$ cat src/sv/hsssc_pkg.sv
`timescale 1ns / 1ps
// Package for the half-step stepper seek controller.
// Opcodes, run modes, reply kinds, result struct and the half-step table; no dependencies.
package hsssc_pkg;

    // Command opcodes
    localparam logic [2:0] OP_VERSION = 3'd0;
    localparam logic [2:0] OP_FORWARD = 3'd1;
    localparam logic [2:0] OP_REVERSE = 3'd2;
    localparam logic [2:0] OP_SET_POS = 3'd3;
    localparam logic [2:0] OP_GET_POS = 3'd4;
    localparam logic [2:0] OP_SEEK    = 3'd5;
    localparam logic [2:0] OP_RELEASE = 3'd6;
    localparam logic [2:0] OP_TICK    = 3'd7;

    // Run modes
    localparam logic [1:0] MODE_IDLE = 2'd0;
    localparam logic [1:0] MODE_FWD  = 2'd1;
    localparam logic [1:0] MODE_REV  = 2'd2;
    localparam logic [1:0] MODE_SEEK = 2'd3;

    // Reply kinds
    localparam logic [1:0] REPLY_NONE     = 2'd0;
    localparam logic [1:0] REPLY_VERSION  = 2'd1;
    localparam logic [1:0] REPLY_POSITION = 2'd2;

    localparam int STEP_COUNT    = 8;
    localparam int IDX_W         = $clog2(STEP_COUNT);
    localparam int POSITION_BITS = 16;
    localparam int FIELD_POS_W   = 16;

    typedef struct packed {
        logic [3:0]             coil_drive;
        logic                   timer_on;
        logic [7:0]             timer_reload;
        logic [1:0]             reply_kind;
        logic [FIELD_POS_W-1:0] reply_position;
    } result_t;

    // Half-step coil pattern: 1,3,2,6,4,C,8,9
    function automatic logic [3:0] coil_pattern(input logic [IDX_W-1:0] idx);
        logic [3:0] pat;
        unique case (idx)
            3'd0: pat = 4'h1;
            3'd1: pat = 4'h3;
            3'd2: pat = 4'h2;
            3'd3: pat = 4'h6;
            3'd4: pat = 4'h4;
            3'd5: pat = 4'hC;
            3'd6: pat = 4'h8;
            3'd7: pat = 4'h9;
            default: pat = 4'h0;
        endcase
        return pat;
    endfunction

endpackage

$ cat src/sv/hsssc_step.sv
`timescale 1ns / 1ps
// Next-state and result logic for one command or tick transaction.
// Depends on hsssc_pkg.
module hsssc_step #(
    parameter int POSITION_BITS = hsssc_pkg::POSITION_BITS
) (
    input  logic [2:0]                       opcode,
    input  logic [7:0]                       speed_value,
    input  logic signed [15:0]               position_value,
    input  logic [1:0]                       run_mode,
    input  logic [7:0]                       step_speed,
    input  logic [hsssc_pkg::IDX_W-1:0]      coil_index,
    input  logic signed [POSITION_BITS-1:0]  current_position,
    input  logic signed [POSITION_BITS-1:0]  target_position,
    input  logic [3:0]                       coil_latch,
    output logic [1:0]                       run_mode_next,
    output logic [7:0]                       step_speed_next,
    output logic [hsssc_pkg::IDX_W-1:0]      coil_index_next,
    output logic signed [POSITION_BITS-1:0]  current_position_next,
    output logic signed [POSITION_BITS-1:0]  target_position_next,
    output logic [3:0]                       coil_latch_next,
    output hsssc_pkg::result_t               result
);

    localparam int IW = hsssc_pkg::IDX_W;

    logic signed [POSITION_BITS-1:0] pos_in;
    logic [1:0]                      reply_kind;
    logic                            do_fwd;
    logic                            do_rev;

    // sign-extend or truncate the 16-bit field to the counter width
    assign pos_in = POSITION_BITS'(position_value);

    always_comb
    begin
        run_mode_next         = run_mode;
        step_speed_next       = step_speed;
        coil_index_next       = coil_index;
        current_position_next = current_position;
        target_position_next  = target_position;
        coil_latch_next       = coil_latch;
        reply_kind            = hsssc_pkg::REPLY_NONE;
        do_fwd                = 1'b0;
        do_rev                = 1'b0;

        unique case (opcode)
            hsssc_pkg::OP_VERSION: reply_kind = hsssc_pkg::REPLY_VERSION;
            hsssc_pkg::OP_FORWARD:
            begin
                run_mode_next   = hsssc_pkg::MODE_FWD;
                step_speed_next = speed_value;
            end
            hsssc_pkg::OP_REVERSE:
            begin
                run_mode_next   = hsssc_pkg::MODE_REV;
                step_speed_next = speed_value;
            end
            hsssc_pkg::OP_SET_POS: current_position_next = pos_in;
            hsssc_pkg::OP_GET_POS: reply_kind = hsssc_pkg::REPLY_POSITION;
            hsssc_pkg::OP_SEEK:
            begin
                target_position_next = pos_in;
                run_mode_next        = hsssc_pkg::MODE_SEEK;
                step_speed_next      = speed_value;
            end
            hsssc_pkg::OP_RELEASE:
            begin
                coil_latch_next = 4'h0;
                run_mode_next   = hsssc_pkg::MODE_IDLE;
            end
            hsssc_pkg::OP_TICK:
            begin
                unique case (run_mode)
                    hsssc_pkg::MODE_FWD:  do_fwd = 1'b1;
                    hsssc_pkg::MODE_REV:  do_rev = 1'b1;
                    hsssc_pkg::MODE_SEEK:
                    begin
                        if (current_position < target_position)
                            do_fwd = 1'b1;
                        else if (current_position > target_position)
                            do_rev = 1'b1;
                        else
                            step_speed_next = 8'd0;  // arrived: stop timer
                    end
                    hsssc_pkg::MODE_IDLE: ;
                    default: ;
                endcase
            end
            default: ;
        endcase

        if (do_fwd)
        begin
            current_position_next = current_position + POSITION_BITS'(1);
            coil_index_next       = coil_index + IW'(1);
            coil_latch_next       = hsssc_pkg::coil_pattern(coil_index + IW'(1));
        end
        else if (do_rev)
        begin
            current_position_next = current_position - POSITION_BITS'(1);
            coil_index_next       = coil_index - IW'(1);
            coil_latch_next       = hsssc_pkg::coil_pattern(coil_index - IW'(1));
        end
    end

    always_comb
    begin
        result.coil_drive     = coil_latch_next;
        result.timer_on       = (step_speed_next != 8'd0);
        result.timer_reload   = step_speed_next;
        result.reply_kind     = reply_kind;
        result.reply_position = (reply_kind == hsssc_pkg::REPLY_POSITION) ?
            hsssc_pkg::FIELD_POS_W'($unsigned(current_position)) : '0;
    end

endmodule

$ cat src/sv/half_step_stepper_seek_controller.sv
`timescale 1ns / 1ps
// Half-step stepper seek controller, top level: state registers and result skid buffer.
// Depends on hsssc_pkg and hsssc_step.
//
// Usage:
//   Command channel (cmd_valid / cmd_stall): opcode, speed_value, position_value.
//   A transaction is a command (version, forward, reverse, set/get position,
//   seek, release) or a timer tick (opcode 7) from the external step timer.
//   Response channel (rsp_valid / rsp_stall): exactly one result per command
//   transaction: coil_drive, timer_on, timer_reload, reply_kind, reply_position.
//   The timer_reload / timer_on outputs load the external tick timer.
// A result goes to the output register, or to the skid entry if the output is busy.
// Throughput: one transaction per cycle when not stalled; the whole update is a
//   single pass of compare, increment and table lookup between the state registers.
// Stall: results go to an output register backed by one skid entry, so the
//   block keeps taking commands while one result waits. cmd_stall rises only
//   once both entries hold results; it is driven straight from a flop.
// Reset: run mode idle, speed 0, coil index 0, position and target 0, coils
//   off, no result pending.
module half_step_stepper_seek_controller #(
    parameter int POSITION_BITS = hsssc_pkg::POSITION_BITS
) (
    input  logic               clk,
    input  logic               rst_n,
    input  logic               cmd_valid,
    output logic               cmd_stall,
    input  logic [2:0]         opcode,
    input  logic [7:0]         speed_value,
    input  logic signed [15:0] position_value,
    output logic               rsp_valid,
    input  logic               rsp_stall,
    output logic [3:0]         coil_drive,
    output logic               timer_on,
    output logic [7:0]         timer_reload,
    output logic [1:0]         reply_kind,
    output logic signed [15:0] reply_position
);

    localparam int IW = hsssc_pkg::IDX_W;

    // controller state
    logic [1:0]                      run_mode_reg,         run_mode_next;
    logic [7:0]                      step_speed_reg,       step_speed_next;
    logic [IW-1:0]                   coil_index_reg,       coil_index_next;
    logic signed [POSITION_BITS-1:0] current_position_reg, current_position_next;
    logic signed [POSITION_BITS-1:0] target_position_reg,  target_position_next;
    logic [3:0]                      coil_latch_reg,       coil_latch_next;

    // result register plus skid entry
    hsssc_pkg::result_t result;
    hsssc_pkg::result_t rsp_data_reg;
    hsssc_pkg::result_t skid_data_reg;
    logic               rsp_valid_reg;
    logic               skid_valid_reg;

    logic cmd_accept;
    logic rsp_drain;

    assign cmd_stall  = skid_valid_reg;
    assign cmd_accept = cmd_valid && !cmd_stall;
    assign rsp_drain  = rsp_valid_reg && !rsp_stall;

    hsssc_step #(
        .POSITION_BITS(POSITION_BITS)
    ) u_step (
        .opcode                (opcode),
        .speed_value           (speed_value),
        .position_value        (position_value),
        .run_mode              (run_mode_reg),
        .step_speed            (step_speed_reg),
        .coil_index            (coil_index_reg),
        .current_position      (current_position_reg),
        .target_position       (target_position_reg),
        .coil_latch            (coil_latch_reg),
        .run_mode_next         (run_mode_next),
        .step_speed_next       (step_speed_next),
        .coil_index_next       (coil_index_next),
        .current_position_next (current_position_next),
        .target_position_next  (target_position_next),
        .coil_latch_next       (coil_latch_next),
        .result                (result)
    );

    // State commits on every accepted transaction
    always_ff @(posedge clk or negedge rst_n)
    begin
        if (!rst_n)
        begin
            run_mode_reg         <= hsssc_pkg::MODE_IDLE;
            step_speed_reg       <= 8'd0;
            coil_index_reg       <= '0;
            current_position_reg <= '0;
            target_position_reg  <= '0;
            coil_latch_reg       <= 4'h0;
        end
        else if (cmd_accept)
        begin
            run_mode_reg         <= run_mode_next;
            step_speed_reg       <= step_speed_next;
            coil_index_reg       <= coil_index_next;
            current_position_reg <= current_position_next;
            target_position_reg  <= target_position_next;
            coil_latch_reg       <= coil_latch_next;
        end
    end

    // Output valid flags. Accept only happens with the skid entry empty.
    always_ff @(posedge clk or negedge rst_n)
    begin
        if (!rst_n)
        begin
            rsp_valid_reg  <= 1'b0;
            skid_valid_reg <= 1'b0;
        end
        else
        begin
            priority if (cmd_accept)
            begin
                rsp_valid_reg <= 1'b1;
                if (rsp_valid_reg && !rsp_drain)
                    skid_valid_reg <= 1'b1;    // output busy: park in skid
            end
            else if (rsp_drain)
            begin
                rsp_valid_reg  <= skid_valid_reg;
                skid_valid_reg <= 1'b0;
            end
            else
            begin
                // nothing moves: hold
            end
        end
    end

    // Payload registers, no reset
    always_ff @(posedge clk)
    begin
        priority if (cmd_accept)
        begin
            if (rsp_valid_reg && !rsp_drain)
                skid_data_reg <= result;
            else
                rsp_data_reg  <= result;
        end
        else if (rsp_drain && skid_valid_reg)
            rsp_data_reg <= skid_data_reg;
        else
        begin
            // nothing moves: hold
        end
    end

    assign rsp_valid      = rsp_valid_reg;
    assign coil_drive     = rsp_data_reg.coil_drive;
    assign timer_on       = rsp_data_reg.timer_on;
    assign timer_reload   = rsp_data_reg.timer_reload;
    assign reply_kind     = rsp_data_reg.reply_kind;
    assign reply_position = rsp_data_reg.reply_position;

    // Skid entry is only ever filled behind a held result
    a_skid_behind_rsp: assert property (@(posedge clk) disable iff (!rst_n)
        skid_valid_reg |-> rsp_valid_reg)
        else $error("skid entry valid without pending result");

    // Coils are either released or show the pattern of the current index
    a_latch_matches_index: assert property (@(posedge clk) disable iff (!rst_n)
        (coil_latch_reg == 4'h0) ||
        (coil_latch_reg == hsssc_pkg::coil_pattern(coil_index_reg)))
        else $error("coil latch out of step with coil index");

    // Release leaves the coils off and the mode idle
    a_release: assert property (@(posedge clk) disable iff (!rst_n)
        (cmd_accept && opcode == hsssc_pkg::OP_RELEASE) |=>
        (coil_latch_reg == 4'h0 && run_mode_reg == hsssc_pkg::MODE_IDLE))
        else $error("release did not clear coils and mode");

    // Timer enable follows the reload value
    a_timer_on: assert property (@(posedge clk) disable iff (!rst_n)
        rsp_valid_reg |-> (timer_on == (timer_reload != 8'd0)))
        else $error("timer_on disagrees with timer_reload");

    // Position field is zero unless it carries a position reply
    a_reply_pos_zero: assert property (@(posedge clk) disable iff (!rst_n)
        (rsp_valid_reg && reply_kind != hsssc_pkg::REPLY_POSITION) |->
        (reply_position == 16'sd0))
        else $error("reply_position nonzero without position reply");

endmodule
$ cat config.mk
export PLATFORM = sky130hd
export DESIGN_NAME = half_step_stepper_seek_controller
export DESIGN_NICKNAME = d
export VERILOG_FILES = /design/src/sv/hsssc_pkg.sv /design/src/sv/hsssc_step.sv /design/src/sv/half_step_stepper_seek_controller.sv
export SDC_FILE = /design/constraint.sdc
export NUM_CORES = 1
export LEC_CHECK = 0
export ABC_AREA = 1
export BUFFER_PORTS_ARGS = -buffer_cell sky130_fd_sc_hd__clkbuf_2
export CAP_MARGIN = 5
export CORE_MARGIN = 2
export CORE_UTILIZATION = 66
export CTS_BUF_LIST = sky130_fd_sc_hd__clkbuf_8
export DETAILED_ROUTE_END_ITERATION = 12
export GPL_ROUTABILITY_DRIVEN = 0
export HOLD_SLACK_MARGIN = 0.12
export PLACE_DENSITY_LB_ADDON = 0.12
export REMOVE_ABC_BUFFERS = 1
export SLEW_MARGIN = 20
export SYNTH_ARGS = -nofsm -noshare
export SYNTH_HDL_FRONTEND = slang
export SYNTH_SLANG_ARGS = --single-unit
export TNS_END_PERCENT = 100
$ cat constraint.sdc
create_clock -name clk -period 4.4 [get_ports clk]
set_clock_uncertainty 0.2 [all_clocks]
set_input_delay 0.88 -clock clk [delete_from_list [all_inputs] [get_ports clk]]
set_output_delay 0.88 -clock clk [all_outputs]
set_load 0.1 [all_outputs]
==> results of run 1 <==
tightest hold or removal path, cell delays in order (launching register included):
cell	delay, ns
dfrtp_1	0.35
nand2_1	0.05
o21ai_0	0.06
cell families (layout without fill, tap and decap cells):
| group | Yosys count | in the layout | synth area share, % |
|---|---|---|---|
| compound gates | 84 | 84 | 9.20 |
| xor+xnor | 22 | 22 | 3.07 |
| fa+ha+maj | 29 | 29 | 5.77 |
| buf+inv | 121 | 196 | 7.89 |
| flops | 113 | 113 | 49.9 |
| simple gates | 366 | 366 | 24.1 |
routing by layer:
layer	vias up	track usage, %	wire, um
li1	2484	-	-
met1	2467	38.3	6030
met2	233	50.8	7040
met3	37	4.97	920
met4	0	11.4	314
met5	-	0	0
cell type report:
class	count	area, um2
Clock inverter	15	194
Clock buffer	17	234
Timing Repair Buffer	69	360
Fill cell	637	2140
Sequential cell	113	3140
Tap cell	129	161
Inverter	95	357
Multi-Input combinational cell	501	2660
layout by cell type (no fill, tap or decap), types with 22 or more instances in the layout:
| cell | instances |
|---|---|
| inv_1 | 90 |
| ha_1 | 29 |
| clkbuf_2 | 63 |
| edfxtp_1 | 62 |
| nand2_1 | 233 |
| a21oi_1 | 22 |
| o21ai_0 | 32 |
| xor2_1 | 22 |
| nand3_1 | 34 |
| dfrtp_1 | 51 |
| nor2_1 | 72 |
worst max path at each step:
stage	from	endpoint	slack, ns
6_report	current_position_reg[15]$_DFFE_PN0P_	current_position_reg[7]$_DFFE_PN0P_	0.91
5_1_grt	current_position_reg[11]$_DFFE_PN0P_	current_position_reg[8]$_DFFE_PN0P_	0.70
4_1_cts	current_position_reg[15]$_DFFE_PN0P_	current_position_reg[6]$_DFFE_PN0P_	0.95
3_5_place_dp	opcode[1]	current_position_reg[8]$_DFFE_PN0P_	0.83
3_3_place_gp	opcode[1]	current_position_reg[8]$_DFFE_PN0P_	0.99
2_1_floorplan	cmd_stall$_DFFE_PN0P_	coil_drive[0]$_DFFE_PP_	0.02
stage by stage:
step	utilization (%)	power [uW]	instance area (um2)
after detailed placement	72.2	1220	6670
after CTS	76.8	2260	7100
after floorplan	-	1180	6140
after global placement	72.2	1220	6670
after global routing	76.9	2310	7100
final	76.9	2260	7100
power breakdown:
part / switching (uW) / internal [uW] / total, uW
sequential: 0 / 1110 / 1110
clock: 449 / 613 / 1060
combinational: 60.9 / 28.9 / 89.8
total: 510 / 1750 / 2260
==> summary.md, run 1 <==
| Metric | Value |
|---|---|
| CP max-delay cell | `nand2_2` |
| WP depth | `14` |
| Worst slack, placed | `0.827 ns` |
| Syn Area/Cell | `approximately 8.5 um2` |
| LEAKAGE | `0.00345 uW` |
| Max_cap viols | `0` |
| Ys Warns | `0` |
| # IOs | `64` |
| Post-Synthesis Cells | `about 740` |
| Postcts setup bufs | `0` |
| Post-synth top area share | `29.6%` |
| Largest net degree at the start of global routing | `38` |
| CTS tree | `yes` |
| Row count | `35` |
| CP max stage delay | `0.46 ns` |
| Worst hold path cell count | `2` |
| Peak supply drop | `216 uV` |
| Area grow syn2layout | `13.0%` |
| First DRT Iteration DRCs | `356` |
| Core Area | `9240 um2` |
| Num CTS Buffers | `17` |
| Synth area leaders | `edfxtp_1 30%, dfrtp_1 20%, nand2_1 14%, ha_1 5.8%, inv_1 5.3%` |
| Initial Util | `68.0%` |
| Later-pin clock latency in the skew report | `0.43 ns` |
| Most common cell in the netlist | `nand2_1` |
| RSZ-0062 raised after global routing | `false` |
| Async set or reset register ratio after synthesis | `45.1%` |
| Final ANT Viol Nets | `0` |
| Post-synth top cells | `233 x nand2_1, 89 x inv_1, 73 x nor2_1` |
| Worst Path Required | `4.48 ns` |
| Final Hold Slack | `0.292 ns` |
| Status | `finished clean` |
| H-tree depth | `4` |
| Post-synth top flop | `edfxtp_1` |
| Initial antenna violation count | `0` |
| Cells along the critical path | `ha_1 > nand2_2 > o21bai_1 > nand2_1 > a21oi_2 > nand2_1 > nand2_1 > nand3_1 > nand2_2 > nand2_4 > nand2_4 > nand2_2 > nor2_1 > a31oi_4` |
| Final Setup Violations | `0` |
| Worst reg2reg startpoint | `current_position_reg[15]$_DFFE_PN0P_` |
| Buf/Inv on CP | `0` |
| Transition time of the tightest slew-check pin | `0.976 ns` |
| CP Capture Type | `flop` |
| Die W | `between 100 and 150 um` |
| Number of global-route vias before repair | `a little over 5000` |
| Layout cells sized above 1 | `16.0%` |
| Drt drc | `0` |
| Post-synth cell types | `38` |
| Routed WL per cell | `15.2 um` |
| Tmin final | `3.49 ns` |
| Flop2flop setup slack | `between 0.9 and 1 ns` |
| Die area | `10300 um2` |
| Nets | `between 800 and 900` |
| Worst-path clk slew | `0.08 ns` |
| Non-filler cells, final | `between 900 and 1000` |
| Post-Syn Area | `6280 um2` |
| Hold EP | `target_position_reg[8]$_DFFE_PN0P_` |
| Final setup margin | `0.908 ns` |
| HP Class | `flop to flop` |
| Root Driver | `clkbuf_8` |
| R2R Path End | `current_position_reg[7]$_DFFE_PN0P_` |
| Rel. slew slack | `34.9%` |
| Crit path max fanout | `29` |
| Overall Global Routing Usage | `slightly below 30%` |
| IO buf count | `63` |
| Placed cells | `907` |
| Setup Crit Path Kind | `flop to flop` |
| Max reg flops | `31` |
| CTS Sinks | `between 100 and 150` |
| Hold_sp | `target_position_reg[8]$_DFFE_PN0P_` |
| Crit share post-route | `between 70% and 80%` |
| Hpwl dp | `9790 um` |
| Leading area contributor after synthesis | `edfxtp_1` |
| Hold-fix buffer count after cts | `0` |
| Post-synth EDFFs | `62` |
| Synth Register Bits | `113` |
| Setup TNS Final | `0 ns` |
| Pwr Density | `319 nW/um2` |
| Clk buf depth | `2` |
| GRT overflow | `0` |
| Via-to-Cell Ratio | `roughly 5.6` |
| Worst reg2reg path depth | `14` |
| Cts repair resizes | `0` |
| Register area share after synthesis | `49.9%` |
| Arr. time, crit path | `3.58 ns` |
| Drt total wl | `14300 um` |
| ANT cells | `0` |
| Die Height | `102 um` |
| CP Launch Type | `flop` |
| First-pass GRT wire length | `23800 um` |
| Crit path max-delay family | `simple AND/OR/NAND/NOR gates` |
| Fin. Hold Viols | `0` |
| Fin. max-slew vios | `0` |
| Drt first pass iters | `5` |
| Detailed-route via count | `about 5200` |
| F_max | `between 200 and 300 MHz` |
Power figures use the tool's default switching activity.
==> run 2, diff against run 1 <==
CORE_UTILIZATION = 55   (was 66)
clock period = 3.1 ns   (was 4.4 ns; I/O delays follow)
==> summary.md, run 2 (same netlist as run 1, synthesis figures left out) <==
| Metric | Value |
|---|---|
| Status | `finished clean` |
| Worst Path Required | `~3.3 ns` |
| Tmin final | `2.80 ns` |
| Fin. Hold Viols | `0` |
| Initial Util | `55.7%` |
| LEAKAGE | `0.00349 uW` |
| Rel. slew slack | `between 50% and 60%` |
| First DRT Iteration DRCs | `306` |
| Later-pin clock latency in the skew report | `between 0.4 and 0.5 ns` |
| Arr. time, crit path | `2.97 ns` |
| Number of global-route vias before repair | `5049` |
| Setup TNS Final | `0 ns` |
| Drt total wl | `roughly 14000 um` |
| ANT cells | `0` |
| Transition time of the tightest slew-check pin | `roughly 0.7 ns` |
| Row count | `39` |
| Placed cells | `927` |
| Cts repair resizes | `0` |
| Non-filler cells, final | `961` |
| Pwr Density | `423 nW/um2` |
| Commonest non-fill, non-tap cell in the layout | `nand2_1` |
| First-pass GRT wire length | `24000 um` |
| # IOs | `64` |
| Nets | `865` |
| Detailed-route via count | `roughly 5000` |
| Worst-path clk slew | `0.06 ns` |
| Clk buf depth | `2` |
| Root Driver | `clkbuf_8` |
| CTS tree | `yes` |
| Most frequent cells in the layout | `233 x nand2_1, 95 x inv_1, 72 x nor2_1` |
| Area grow syn2layout | `13.6%` |
| Core Area | `11300 um2` |
| Final Hold Slack | `0.224 ns` |
| CP Capture Type | `flop` |
| Die Height | `111 um` |
| Layout cells sized above 1 | `between 15 and 20%` |
| Setup Crit Path Kind | `flop to flop` |
| Max_cap viols | `0` |
| IO buf count | `63` |
| H-tree depth | `4` |
| Fin. max-slew vios | `0` |
| Final Setup Violations | `0` |
| Post-Layout Inst Area | `roughly 7000 um2` |
| CTS Sinks | `113` |
| Crit path max fanout | `29` |
| RSZ-0062 raised after global routing | `false` |
| Num CTS Buffers | `17` |
| Routed WL per cell | `14.9 um` |
| Area after DPL | `roughly 6700 um2` |
| Crit share post-route | `90.3%` |
| Final ANT Viol Nets | `0` |
| Initial antenna violation count | `0` |
| Overall Global Routing Usage | `24.5%` |
| Die area | `12300 um2` |
| Drt first pass iters | `5` |
| GRT overflow | `0` |
| Via-to-Cell Ratio | `5.28` |
| Drt drc | `0` |
| CP Launch Type | `flop` |
| Peak supply drop | `around 310 uV` |
| Largest net degree at the start of global routing | `43` |
| Hpwl dp | `10000 um` |
| F_max | `357 MHz` |
| HP Class | `input port to flop` |
| Die W | `111 um` |
| Max reg flops | `31` |
[run 2: area by class of cell]
class	count	area, um2
Fill cell	986	4130
Timing Repair Buffer	77	435
Sequential cell	113	3140
Multi-Input combinational cell	501	2650
Clock buffer	20	275
Inverter	95	357
Tap cell	143	179
Clock inverter	12	103
[run 2: worst max-delay path: stages (launching register included)]
cell and delay, ns:
dfrtp_1 0.43, ha_1 0.37, nand2_2 0.12, o21bai_1 0.11
nand2_1 0.08, a21oi_2 0.12, nand3_1 0.13, nand3_1 0.12
nand2_2 0.19, nand2_4 0.17, nand2_4 0.10, nand2_2 0.11
buf_12 0.22, nor2_1 0.09, a31oi_4 0.15
[run 2: repair_timing]
item	4_1_cts	5_1_grt
hold endpoints to repair	10	0
hold buffers	1	0
setup buffers	0	1
endpoints found under the setup margin	0	1
[run 2: per-layer routing]
layer	track usage (%)	routed length, um
met3	5.85	765
met1	31.8	6400
met5	0	0
met4	8.67	255
met2	40.6	6900
[run 2: worst paths after layout]
check                                                startpoint                                    to  slack, ns  depth (start not counted)
min reg2reg                  target_position_reg[8]$_DFFE_PN0P_    target_position_reg[8]$_DFFE_PN0P_       0.29                          2
max                        current_position_reg[15]$_DFFE_PN0P_  current_position_reg[10]$_DFFE_PN0P_       0.30                         14
min in group asynchronous                                 rst_n                 cmd_stall$_DFFE_PN0P_       0.40                          2
max reg2reg                current_position_reg[15]$_DFFE_PN0P_  current_position_reg[10]$_DFFE_PN0P_       0.30                         14
min                                          position_value[11]   target_position_reg[11]$_DFFE_PN0P_       0.22                          3
max in group asynchronous                                 rst_n         coil_latch_reg[1]$_DFFE_PN0P_       1.41                          3
[run 2: per-stage QoR]
stage	worst slack (ns)	util, %	total power [uW]
finish	0.301	63.3	3020
global route	0.0214	63.3	3120
CTS	0.252	63.3	3050
detailed placement	0.214	59.8	1740
global placement	0.258	59.8	1740
floorplan	-1.28	-	1680
[run 2: report_power, final]
part | leakage [uW] | internal (uW) | total [uW] | switching, uW
clock | 0.000220 | 753 | 1310 | 560
sequential | 0.00119 | 1580 | 1580 | 0
combinational | 0.00208 | 43.2 | 131 | 88.1
==> run 3, diff against run 2 <==
CORE_UTILIZATION = 54   (was 55)
CTS_BUF_LIST = default   (was sky130_fd_sc_hd__clkbuf_8)
==> summary.md, run 3 (same netlist as run 1, synthesis figures left out) <==
| Metric | Value |
|---|---|
| Status | `finished clean` |
| Routed WL per cell | `14.8 um` |
| IO buf count | `63` |
| First-pass GRT wire length | `23900 um` |
| LEAKAGE | `0.00354 uW` |
| CP max-delay cell | `dfrtp_1` |
| Final Setup Violations | `0` |
| RSZ-0062 raised after global routing | `false` |
| Crit share post-route | `a little under 90%` |
| Final Core Density | `between 60% and 70%` |
| Buf/Inv on CP | `1` |
| Fin. Hold Viols | `0` |
| Area grow syn2layout | `16.7%` |
| HP Class | `input port to asynchronous set/reset pin` |
| Postcts setup bufs | `0` |
| Setup Crit Path Kind | `flop to flop` |
| Crit path max fanout | `13` |
| Die Height | `112 um` |
| Final ANT Viol Nets | `0` |
| Crit path max-delay family | `simple AND/OR/NAND/NOR gates` |
| Post-Layout Inst Area | `7330 um2` |
| Worst reg2reg startpoint | `current_position_reg[15]$_DFFE_PN0P_` |
| Total design power | `3630 uW` |
| Drt first pass iters | `5` |
| Nets | `866` |
| Crit. Startpoint | `current_position_reg[15]$_DFFE_PN0P_` |
| Cells along the critical path | `ha_1 > nand2_2 > o21bai_1 > nand2_1 > a21oi_2 > nand3_1 > nand3_1 > nand2_2 > nand2_4 > nand2_4 > nand2_2 > buf_4 > nor2_1 > a31oi_4` |
| H-tree depth | `4` |
| Arr. time, crit path | `2.89 ns` |
| Pwr Density | `495 nW/um2` |
| Number of global-route vias before repair | `~5000` |
| Internal power | `2870 uW` |
| CP Capture Type | `flop` |
| CP Launch Type | `flop` |
| Worst slack, placed | `0.217 ns` |
| CTS Sinks | `113` |
| Peak supply drop | `361 uV` |
| ANT cells | `0` |
| Overall Global Routing Usage | `24.2%` |
| Max reg flops | `31` |
| Final setup margin | `0.344 ns` |
| Detailed-route via count | `between 5000 and 6000` |
| # IOs | `64` |
| Hpwl dp | `9790 um` |
| Initial antenna violation count | `0` |
| Drt total wl | `around 14000 um` |
| GRT overflow | `0` |
| Layout fillers | `961` |
| Root Driver | `clkbuf_16` |
| Initial Util | `55.3%` |
| Final Hold Slack | `approximately 0.14 ns` |
| CTS tree | `yes` |
| Most frequent cells in the layout | `233 x nand2_1, 89 x inv_1, 72 x nor2_1` |
| Via-to-Cell Ratio | `5.25` |
| Layout cells sized above 1 | `between 15 and 20%` |
| Hold-fix buffer count after cts | `0` |
| Worst Path Required | `~3.2 ns` |
| Num CTS Buffers | `17` |
| Worst-path clk slew | `about 0.050 ns` |
| Cts repair resizes | `0` |
| Area after DPL | `6750 um2` |
| Sw Pwr | `760 uW` |
| Clk buf depth | `2` |
| Commonest non-fill, non-tap cell in the layout | `nand2_1` |
| Later-pin clock latency in the skew report | `0.42 ns` |
| Comb power frac | `under 10%` |
| Switching Fraction | `20.9%` |
| F_max | `363 MHz` |
| Area occupied by multi-input gates | `2650 um2` |
| Part of the power in the clock network | `53.0%` |
| Drt drc | `0` |
| Rel. slew slack | `48.5%` |
| Crit path top cell by count | `nand2_2` |
| Core Area | `~11000 um2` |
| Transition time of the tightest slew-check pin | `0.772 ns` |
| Max_cap viols | `0` |
| Row count | `39` |
| CP max stage delay | `0.42 ns` |
| Register Area | `3140 um2` |
| Sequential Power Share | `43.5%` |
| Fin. max-slew vios | `0` |
| Die W | `112 um` |
| Tmin final | `around 2.8 ns` |
| Die area | `12500 um2` |
| First DRT Iteration DRCs | `404` |
| Largest net degree at the start of global routing | `52` |
==> run 3: changes by cell type in the layout (fill, tap and decap cells not counted) <==
cell	delta
inv_1	-6
clkbuf_8	-20
buf_12	-1
dlygate4sd3_1	-1
clkinv_1	+3
clkbuf_16	+17
clkinv_2	-2
clkbuf_1	+3
clkinvlp_4	+4
buf_4	+3
bufinv_16	+1
==> run 3: per-layer routing <==
metal / routed length, um / up-vias / track usage (%)
met4: 259 / 0 / 8.64
li1: - / 2502 / -
met2: 6690 / 147 / 39.0
met3: 667 / 29 / 5.93
met1: 6610 / 2368 / 32.1
met5: 0 / - / 0
==> run 3: stage by stage <==
step	cells	TNS (ns)
global placement	929	0
detailed placement	929	0
global route	962	0
CTS	961	0
finish	962	0
floorplan	709	-110.51
==> run 3: final timing paths <==
| kind | endpoint | slack, ns | cells past startpoint |
|---|---|---|---|
| hold reg to reg | target_position_reg[7]$_DFFE_PN0P_ | 0.28 | 2 |
| hold / removal | target_position_reg[8]$_DFFE_PN0P_ | 0.14 | 2 |
| min in group clk | target_position_reg[5]$_DFFE_PN0P_ | 0.26 | 3 |
| setup / recovery | current_position_reg[10]$_DFFE_PN0P_ | 0.34 | 14 |
| max in group asynchronous | step_speed_reg[2]$_DFFE_PN0P_ | 2.08 | 2 |
| setup reg to reg | current_position_reg[10]$_DFFE_PN0P_ | 0.34 | 14 |
==> run 3: power groups by stage <==
stage	registers (uW)	logic (uW)	clock network, uW
floorplan	1610	67.7	0
global placement	1610	125	0
detailed placement	1610	128	0
CTS	1580	129	1950
global route	1580	146	2010
finish	1580	128	1920
==> run 3: area by class of cell <==
type | count | share of cell area [%]
flip-flops and latches | 113 | 42.8
multi-input cells | 501 | 36.2
clock buffers | 20 | 5.96
repair buffers | 78 | 5.84
inverters | 95 | 4.86
well taps | 143 | 2.44
clock inverters | 12 | 1.93
